===== src/rtl/rbf_pkg.sv =====
// ----------------------------------------------------------------------------
// rbf_pkg
// Shared types, state codes and the elaboration-time exponential table
// builder for the Gaussian RBF network evaluator.
// ----------------------------------------------------------------------------
package rbf_pkg;

	localparam logic [63:0] Q30_ONE = 64'd1 << 30;
	localparam int OUT_W = 24;

	// One input beat as it moves from front to back
	typedef struct packed {
		logic               mode;
		logic [5:0]         index;
		logic signed [15:0] center;
		logic [15:0]        width;
		logic signed [15:0] weight;
		logic signed [15:0] sample;
		logic signed [15:0] target;
	} item_t;

	typedef enum logic {
		MODE_LOAD = 1'b0,
		MODE_EVAL = 1'b1
	} mode_t;

	typedef enum logic [2:0] {
		BK_IDLE,
		BK_LOAD,
		BK_EVAL,
		BK_DRAIN,
		BK_FIN
	} back_st_t;

	typedef enum logic [1:0] {
		DV_IDLE,
		DV_SQ,
		DV_INIT,
		DV_RUN
	} div_st_t;

	// exp(-f) in Q30 for f in [0, 1] in Q30, by Taylor series
	function automatic logic [63:0] exp_neg_frac(input logic [63:0] f);
		logic signed [63:0] sum;
		logic [63:0]        term;
		sum  = '0;
		term = Q30_ONE;
		for (int i = 0; i < 18; i++) begin
			if (i[0]) sum = sum - $signed(term);
			else      sum = sum + $signed(term);
			term = ((term * f) >> 30) / 64'(i + 1);
		end
		if (sum < 0) sum = '0;
		if (sum > $signed(Q30_ONE)) sum = $signed(Q30_ONE);
		return $unsigned(sum);
	endfunction

	// Table entry exp(-t) in Q16 for an argument t in Q30
	function automatic logic [16:0] exp_entry(input logic [63:0] t);
		logic [63:0] e1;
		logic [63:0] n;
		logic [63:0] f;
		logic [63:0] en;
		logic [63:0] r;
		e1 = exp_neg_frac(Q30_ONE);
		n  = t >> 30;
		f  = t & (Q30_ONE - 64'd1);
		en = Q30_ONE;
		for (int j = 0; j < 16; j++) begin
			if (64'(j) < n) en = (en * e1 + (64'd1 << 29)) >> 30;
		end
		r = (en * exp_neg_frac(f) + (64'd1 << 43)) >> 44;
		return r[16:0];
	endfunction

endpackage


===== src/rtl/rbf_front.sv =====
// ----------------------------------------------------------------------------
// rbf_front
// Accepts command beats and holds them in a two-entry queue until the
// back end is free to take them.
// ----------------------------------------------------------------------------
module rbf_front (
	input  logic           clk,
	input  logic           arst_n,
	input  logic           start,
	output logic           busy,
	input  rbf_pkg::item_t item_in,
	output logic           item_valid,
	output rbf_pkg::item_t item_out,
	input  logic           item_pop
);

	rbf_pkg::item_t slot_q [2];
	logic       wr_ptr_q;
	logic       rd_ptr_q;
	logic [1:0] fill_q;
	logic       push;

	assign busy       = (fill_q == 2'd2);
	assign push       = start && !busy;
	assign item_valid = (fill_q != 2'd0);
	assign item_out   = slot_q[rd_ptr_q];

	// Store accepted beat
	always_ff @(posedge clk) begin
		if (push) slot_q[wr_ptr_q] <= item_in;
	end

	// Advance pointers and fill count
	always_ff @(posedge clk or negedge arst_n) begin
		if (!arst_n) begin
			wr_ptr_q <= 1'b0;
			rd_ptr_q <= 1'b0;
			fill_q   <= 2'd0;
		end else begin
			if (push) wr_ptr_q <= !wr_ptr_q;
			if (item_pop) rd_ptr_q <= !rd_ptr_q;
			fill_q <= fill_q + 2'(push) - 2'(item_pop);
		end
	end

endmodule


===== config.mk =====
export PLATFORM = sky130hd
export DESIGN_NAME = rbf_front
export DESIGN_NICKNAME = d
export VERILOG_FILES = /design/src/rtl/rbf_pkg.sv /design/src/rtl/rbf_front.sv
export SDC_FILE = /design/constraint.sdc
export NUM_CORES = 1
export LEC_CHECK = 0
export ABC_AREA = 1
export BUFFER_PORTS_ARGS = -buffer_cell sky130_fd_sc_hd__buf_2
export CAP_MARGIN = 20
export CORE_MARGIN = 2
export CORE_UTILIZATION = 25
export CTS_CLUSTER_DIAMETER = 100
export DETAILED_ROUTE_END_ITERATION = 16
export GPL_ROUTABILITY_DRIVEN = 1
export SETUP_SLACK_MARGIN = 0.3
export SLEW_MARGIN = 20
export SYNTH_ARGS = -nofsm -noshare
export SYNTH_HDL_FRONTEND = slang
export SYNTH_SLANG_ARGS = --single-unit

===== constraint.sdc =====
create_clock -name clk -period 4.8 [get_ports clk]
set_input_delay 0.48 -clock clk [delete_from_list [all_inputs] [get_ports clk]]
set_output_delay 0.48 -clock clk [all_outputs]
set_load 0.01 [all_outputs]

==> run summary, run 1 <==
The flow ran to the end, and the final reports show no timing, DRC or antenna violations. The non-filler instance count after layout is 1015, and the area of combinational cells with multiple inputs is 854.6 um2. For the final database, setup skew stands at 0.008069 ns.

The tools report the worst voltage drop across the vdd grid as 0.2453 mV. After synthesis, flip-flops and latches occupy 80.09% of the total area. The number of CTS-inserted buffers was 17; the area used by sequential logic in the layout was 0.005329 mm2.

In this run the tightest slew margin relative to its limit is 43.91%. The total power density per cell area was 589.1 mW/mm2; the floorplan die width was 167.1 um. After routing the design area is 0.008471 mm2. Detailed placement ended at an HPWL of 8588 um. The repair_antennas step left the layout with diodes totalling 0. For the worst setup path, the data required time is 4.32 ns. Across every metal layer, demand over resource in global routing totals 9.542%. For this configuration, the core starts out at a cell density of 25.51%. Post-CTS repair changed the size of 0 cells. The path class of the lowest-slack min-delay path is in -> reg. The path with the worst hold slack has its endpoint at slot_q[1][27]. Element type at the critical path end: a primary output. The DRC violation count after routing was 0.

Averaged over all synthesized cells, the footprint is 13.79 um2. The number of nets handed over by synthesis was 575. The tools report the first-iteration detailed-routing DRC count as 170. Along the worst path, the maximum fanout reaches 65. The critical path in this run is classified as reg -> out. The tool flagged a number of max-cap violations equal to 0. The clock passes through at most 2 buffers.

The count of pins on the block boundary was 180. Summing all placed instances gives a cell area of 0.007895 mm2. The clock period minus worst slack was 2.677 ns; the total setup buffers inserted after CTS was 0. TritonCTS built the clock tree.

The detail route stage leaves a number of antenna-violating nets equal to 0. The routability-driven placement congestion ratio is 0.6968. The area added between synthesis and finish works out to 27.40%.

The detail-routed via count per cell works out to 3.854. The average wire per standard cell works out to 12.97 um. The count of distinct cell types in the synthesized netlist is 13.

The library cell used as clock root buffer was clkbuf_16. The layout has 2617 filler cells. The vertical extent of the die was 167.1 um. After clock tree synthesis, the clock-pin slew on the worst setup and hold paths is 0.07 ns.

STA classifies the critical path startpoint as a flip-flop. For the worst flop-to-flop path, the logic depth is 4. The smallest hold slack is 0.2492 ns, and the slew at the pin with the worst max-slew slack is 0.8413 ns. The static leakage power is 3.566 nW, and the total count of max-transition violations in the final report is 0. For the final count of hold timing violations, the log shows 0. The worst reg-to-reg setup slack was 2.69 ns; the critical path data arrival time was 2.20 ns. The number of instances in the placed design was 982. The tools report the total length of routed wires as 13160 um. The latest clock arrival within the worst-skew pair is 0.41 ns. Of the available clock period, the critical path in the final layout requires 55.76%.

The count of input and output buffers is 179. Number of global-route vias before repair: 3869. The detailed router placed 3912 vias in this run. The total area inside the core boundary comes to 0.02606 mm2.

The number of buffers inserted for hold repair after clock tree synthesis is 1. The logs give 0 for the number of warnings issued by yosys and 0 for the total overflow reported by the global router. The run gives 59 as the number of rows in the core area. The H-tree level count is 4. Setup repair after global routing left no endpoint under its margin.

Cells with a size suffix above 1 make up 31.91% of the layout. The tools report the number of endpoints failing setup at the final stage as 0. The run gives 178 as the number of sinks driven by the clock tree. The worst hold path begins at item_in[27].

For this run, the detailed router's first-pass iteration total came to 4. At the end of the flow, the number of nets in the layout was 760. The die outline area is 0.02792 mm2, and the first-pass GRT wire length is 20200 um. In the final timing run, aggregate negative setup slack is 0 ns.

The startpoint identified for the worst register-to-register timing path is wr_ptr_q. The achievable clock frequency is 373.6 MHz. In this run the critical register-to-register path is captured at slot_q[0][32]. The number of instances in the synthesized netlist was 482. Hold-critical path depth: 1. The synthesized design contains 178 register bits. Entering global routing, the biggest net connects 66 pins. The initial antenna violation count is 2, and the post-synthesis instance area is 0.006649 mm2.
logic make-up after synthesis:
logic type	count (synthesis)	share of synthesized area, %
XOR/XNOR	1	0.1318
AND/OR/NAND/NOR	100	5.683
AO/OA/AOI/OAI	87	6.549
buffers and inverters	114	7.170
adder cells (fa/ha/maj)	2	0.3763
flip-flops	178	80.09
worst max-delay path by stage:
stage | to | slack, ns | depth (start not counted) | start
after global placement | slot_q[0][25] | 2.51 | 4 | start
final | item_out[38] | 2.12 | 3 | rd_ptr_q
after floorplan | slot_q[1][0] | 1.54 | 2 | start
after global routing | item_out[38] | 1.87 | 3 | rd_ptr_q
after detailed placement | item_out[38] | 2.48 | 3 | rd_ptr_q
after CTS | item_out[38] | 2.01 | 3 | rd_ptr_q
sequential cells by signal, indices dropped and copies added, names as in the netlist:
name,count
rd_ptr_q,1
fill_q,2
wr_ptr_q,1
slot_q,174
layout make-up:
cell class,count,share of cell area [%]
timing repair buffer,185,11.14
tap,335,4.948
inverter,95,4.239
clock buffer,18,5.066
clock inverter,14,1.610
multi-input combinational,190,10.09
sequential,178,62.91
cell usage after synthesis (all sizes together):
cell	instances	area share (%)
buf	17	1.7
clkbuf	2	0.11
dfrtp	4	1.5
edfxtp	174	79
ha	2	0.38
inv	95	5.4
nand2	97	5.5
nand3	2	0.15
nor2	1	0.056
o21ai	87	6.5
xor2	1	0.13
placed cells by master, fill, tap and decap left out:
cell,netlist,layout
inv_6,0,3
inv_1,95,94
o21ai_1,5,5
dfrtp_1,4,3
clkinv_4,0,1
clkbuf_16,0,17
ha_1,2,2
nor2_4,0,1
bufinv_16,0,2
o21ai_0,82,82
edfxtp_1,174,174
clkinvlp_4,0,1
buf_4,11,5
clkinv_1,0,1
inv_4,0,1
clkbuf_1,2,1
dlygate4sd3_1,0,1
clkinv_2,0,6
buf_2,6,179
nand2_1,97,97
dfrtp_4,0,1
nand3_1,2,2
xor2_1,1,1
per-stage QoR:
step                utilization [%]  power [mW]  worst slack, ns
detailed placement            30.30       3.728            2.475
global route                  32.51       5.324            1.868
finish                        32.51       4.990            2.123
global placement              30.30       3.706            2.514
CTS                           32.51       5.098            2.014
floorplan                         -       3.128            1.541
where the power goes:
part / total [mW] / switching [mW] / internal [mW]
sequential: 2.25 / 0.126 / 2.12
clock: 1.35 / 0.583 / 0.766
combinational: 1.39 / 0.928 / 0.466
total: 4.99 / 1.64 / 3.35
worst max-delay path, stage by stage (launching register included):
cell and delay (ns):
dfrtp_4 0.72, buf_4 0.57, o21ai_0 0.25, buf_2 0.19
metal layers:
layer  track usage (%)  up-vias  routed length, um
met3             3.232       13                791
met4             3.148        2                143
li1                  -     1982                  -
met2             16.19      110               6408
met5                 0        -                 13
met1             11.37     1805               5803
Note: power is estimated with default switching activity, not from simulation.
==> run 2: changes to the inputs <==
--- a/config.mk
+++ b/config.mk
@@ -5,7 +5,7 @@
 export SDC_FILE = /design/constraint.sdc
 export NUM_CORES = 1
 export LEC_CHECK = 0
-export ABC_AREA = 1
+export ABC_AREA = 0
 export BUFFER_PORTS_ARGS = -buffer_cell sky130_fd_sc_hd__buf_2
 export CAP_MARGIN = 20
 export CORE_MARGIN = 2
==> constraint.sdc (replaced) <==
create_clock -name clk -period 2.23 [get_ports clk]
set_input_delay 0.223 -clock clk [delete_from_list [all_inputs] [get_ports clk]]
set_output_delay 0.223 -clock clk [all_outputs]
set_load 0.01 [all_outputs]
==> run 2 against run 1 <==
Compared with the run above:
- global-route usage hardly changed
- setup slack worse by 1.8 ns
- power is 130% higher
- sequential cell count stayed put
- die area is 1.5% lower
- via count is 7.6% lower
- synthesized cell count is 40% lower
- critical path type unchanged
- clock power is 130% higher
- final cell count is 9.5% lower
- sequential share of layout area is 6.3 points lower
==> run summary, run 2 <==
The share of synthesized flip-flops with an asynchronous set or reset came out at 2.247% (unchanged). The worst voltage drop across the vdd grid is 0.4779 mV (+95%), and the area added between synthesis and finish is 43.66%. The cell area reported after detailed placement was 0.007903 mm2 (about the same); the number of flip-flops under the largest register name was 174 (unchanged). For the number of warnings issued by yosys, the log shows 0 (unchanged).

For the smallest hold slack, the log shows 0.1331 ns (-0.1161 ns). The average wire per standard cell was 14.17 um (+9.3%); the final-layout fill cell count was 2428 (-7.2%). The synthesized design spends more area on one cell type than any other, namely edfxtp_1. For the area of combinational cells with multiple inputs, the log shows 0.001156 mm2 (+35%).

The number of sinks driven by the clock tree was 178 (unchanged); the total number of vias was 3616 (-7.6%). Part of the total power dissipated in the clock network: 27.0% (about the same). Ranked by total cell area, the synthesized netlist is headed by edfxtp_1 (80%), mux2_2 (12%), mux2_4 (4.6%), dfrtp_1 (1.5%), buf_6 (0.69%). The number of rows in the core area is 59 (unchanged). The logs give 288 (-40%) for the number of instances in the synthesized netlist and 20440 um (+1.2%) for the first-pass GRT wire length. The clock-pin slew on the worst setup and hold paths came out at 0.07 ns (about the same). The tools report the initial antenna violation count as 0 (-2). The number of detailed-route iterations in the first pass was 5 (+1); the number of instances in the placed design was 798 (-19%). The logs give 15 (+2) for the count of distinct cell types in the synthesized netlist and 9.528% (-0.015 points) for the total global routing track utilization.

TritonCTS built the clock tree. For the final count of hold timing violations, the log shows 0 (unchanged). The run finished with clean final reports. The worst setup slack after layout was 0.3012 ns (-1.822 ns). The smallest clock period supported by the final layout is computed as 1.929 ns.

The achievable clock frequency was 518.5 MHz. The final instance area is 0.009408 mm2 (+11%). In the layout the commonest cells are buf_2 (179), edfxtp_1 (174), dlygate4sd3_1 (89), mux2_2 (67), mux2_4 (20). The number of storage elements in the synthesis netlist came out at 178 (unchanged). STA classifies the critical path startpoint as a flip-flop.

The tools report the static leakage power as 3.552 nW (-0.38%). The max-capacitance violation count was 0 (unchanged); the maximum clock path buffer count was 2 (unchanged). For the die outline area, the log shows 0.02751 mm2 (-1.5%). The share of total power consumed by net switching is 28.54% (-4.3 points). The floorplan die width was 165.9 um (-0.74%). By count the netlist is led by edfxtp_1 (174), mux2_2 (67), mux2_4 (20), buf_2 (6).

First-iteration detailed-routing DRC count: 187 (+10%). Among all cell types in the netlist, the one instantiated most often is edfxtp_1. The number of endpoints failing setup at the final stage was 0 (unchanged).

Total length of routed wires: 13030 um (-1.0%). The worst endpoint required time came out at 2.01 ns (-2.31 ns). The non-filler instance count after layout was 919 (-9.5%); the post-detailed-route count of antenna-violating nets was 0 (unchanged). The count of pins on the block boundary is 180 (unchanged).

The fraction of synthesized cell area taken by the top area cell type works out to 79.79% (+1.2 points). In the finished design, the share of the clock period the worst path needs comes to 86.49%. The count of input and output buffers is 179 (unchanged), and the latest clock arrival within the worst-skew pair is 0.42 ns (about the same).

Setup repair after global routing could not meet its margin everywhere. The largest register by flop count is slot_q. The utilization after layout is 36.31% (+3.8 points). The post-route clock skew was 0.005834 ns (-0.002234 ns).

For the total count of max-transition violations in the final report, the log shows 0 (unchanged). Leaving out fill and tap cells, the most frequent cell in the layout is buf_2. The worst max-slew margin expressed relative to the limit was 63.63% (+20 points); the number of enable-type register cells in the synthesized netlist was 174 (unchanged). The run gives 11.25 mW (+130%) as the sum of internal, switching and leakage power. The logs give 17 (unchanged) for the number of CTS-inserted buffers and 0.005329 mm2 (unchanged) for the area used by sequential logic in the layout. Number of nets in the synthesized netlist: 381 (-34%).

In this run the critical register-to-register path is launched from fill_q[1]. The effective utilization at floorplan was 25.27% (-0.24 points). The tightest min-delay check is of the in -> async type. In the synthesized netlist the dominant register cell turns out to be edfxtp_1. Slew at the pin with the worst max-slew slack: 0.5455 ns (-0.2958 ns).

The vertical extent of the die works out to 165.9 um (-0.74%). The worst setup slack before clock tree synthesis is 0.5726 ns (-1.903 ns), and the power spent charging and discharging nets is 3.212 mW (+96%). The detailed-placement wirelength estimate is 8269 um (-3.7%), and the detail-routed via count per cell is 3.935 (+2.1%). The share of power burned in registers was 42.3% (-2.7 points); the DRC violation count after routing was 0 (unchanged).

The fraction of layout instances using a drive strength above 1 is 52.57% (+21 points), and the maximum number of pins on one net before global-route repair is 49 (-26%). The post-layout net count is 664 (-13%). In this run the worst setup path begins at rd_ptr_q. Total power density per cell area: 1196 mW/mm2 (+100%). The number of global-route vias before repair was 4050 (+4.7%).

The largest registers in the layout are slot_q: 174 flops, fill_q: 2 flops. The type of the worst setup path is reg -> out. The run gives 1.71 ns (-0.49 ns) as the critical path data arrival time. The mean cell area of the mapped netlist was 22.74 um2 (+65%). The tools report the post-synthesis instance area as 0.006549 mm2 (-1.5%). For the sum of negative setup slack, the log shows 0 ns (unchanged). The total overflow reported by the global router was 0 (unchanged); the portion of the post-synthesis area used by sequential elements was 81.31% (+1.2 points). Antenna diode instance count: 0 (unchanged).

The tools report the library cell used as clock root buffer as clkbuf_16. Routability-driven placement congestion ratio: 0.6848 (-1.7%). The internal power consumption is 8.040 mW (+140%), and the H-tree level count is 4 (unchanged). STA classifies the critical path endpoint as a primary output.

The core area was 0.02591 mm2 (-0.57%); the part of the power in combinational logic was 30.7% (+2.8 points). Highest fanout seen on the critical path: 48 (-26%).
## run 2: cell types whose count changed in the layout (fill, tap and decap cells not counted), sizes merged, moves of 2 or more
cell         change
clkinv           -5
o21ai           -87
xnor2            +3
inv             -92
nand2           -96
clkinvlp         +2
dlygate4sd3     +88
nand3            -2
mux2            +87
## run 2: worst paths after layout
check,endpoint,slack [ns],depth (start not counted)
min in group clk,wr_ptr_q,0.14,3
setup / recovery,item_out[30],0.30,3
max in group asynchronous,rd_ptr_q,1.96,2
hold / removal,fill_q[1],0.13,2
setup reg to reg,slot_q[0][75],0.57,4
hold reg to reg,fill_q[0],0.53,1
## run 2: power groups by stage
stage	Clock, mW	Sequential, mW	Combinational (mW)
final	3.04	4.76	3.45
after global placement	0	4.79	3.33
after detailed placement	0	4.84	3.38
after floorplan	0	4.78	2.17
after global routing	3.29	4.82	3.72
after CTS	3.16	4.77	3.53
## run 2: routing by layer
layer  GRT usage [%]  share of wire [%]  wire length [um]
met1           10.11                 41              5308
met2           17.45                 52              6740
met3           3.265                6.4               839
met4           3.516                1.1               137
met5               0                  0                 0
## run 2: final cells by class
class,instances,area share [%]
multi-input cells,98,12.29
well taps,335,4.455
flip-flops and latches,178,56.64
clock inverters,13,1.849
clock buffers,19,4.602
inverters,2,0.07980
repair buffers,274,20.08
## run 2: kinds of logic (layout without fill, tap and decap cells)
group	count (synthesis)	count (layout)	synth area share, %
flip-flops	178	178	81.31
multiplexers	87	87	16.11
buffers and inverters	12	308	1.261
AND/OR/NAND/NOR	5	5	0.4013
XOR/XNOR	4	4	0.5351
adder cells (fa/ha/maj)	2	2	0.3821
## run 2: worst max-delay path, cell delays in order (launching register included)
cell     delay [ns]
dfrtp_4        0.46
buf_16         0.26
mux2_2         0.39
buf_2          0.14
## run 2: timing repair
action / in CTS / in global routing
hold buffers: 88 / 1
setup buffers: 0 / 0
setup endpoints to repair: 40 / 71
endpoints found under the hold margin: 177 / 1
pin swaps: 0 / 0
gates resized for setup: 1 / 0
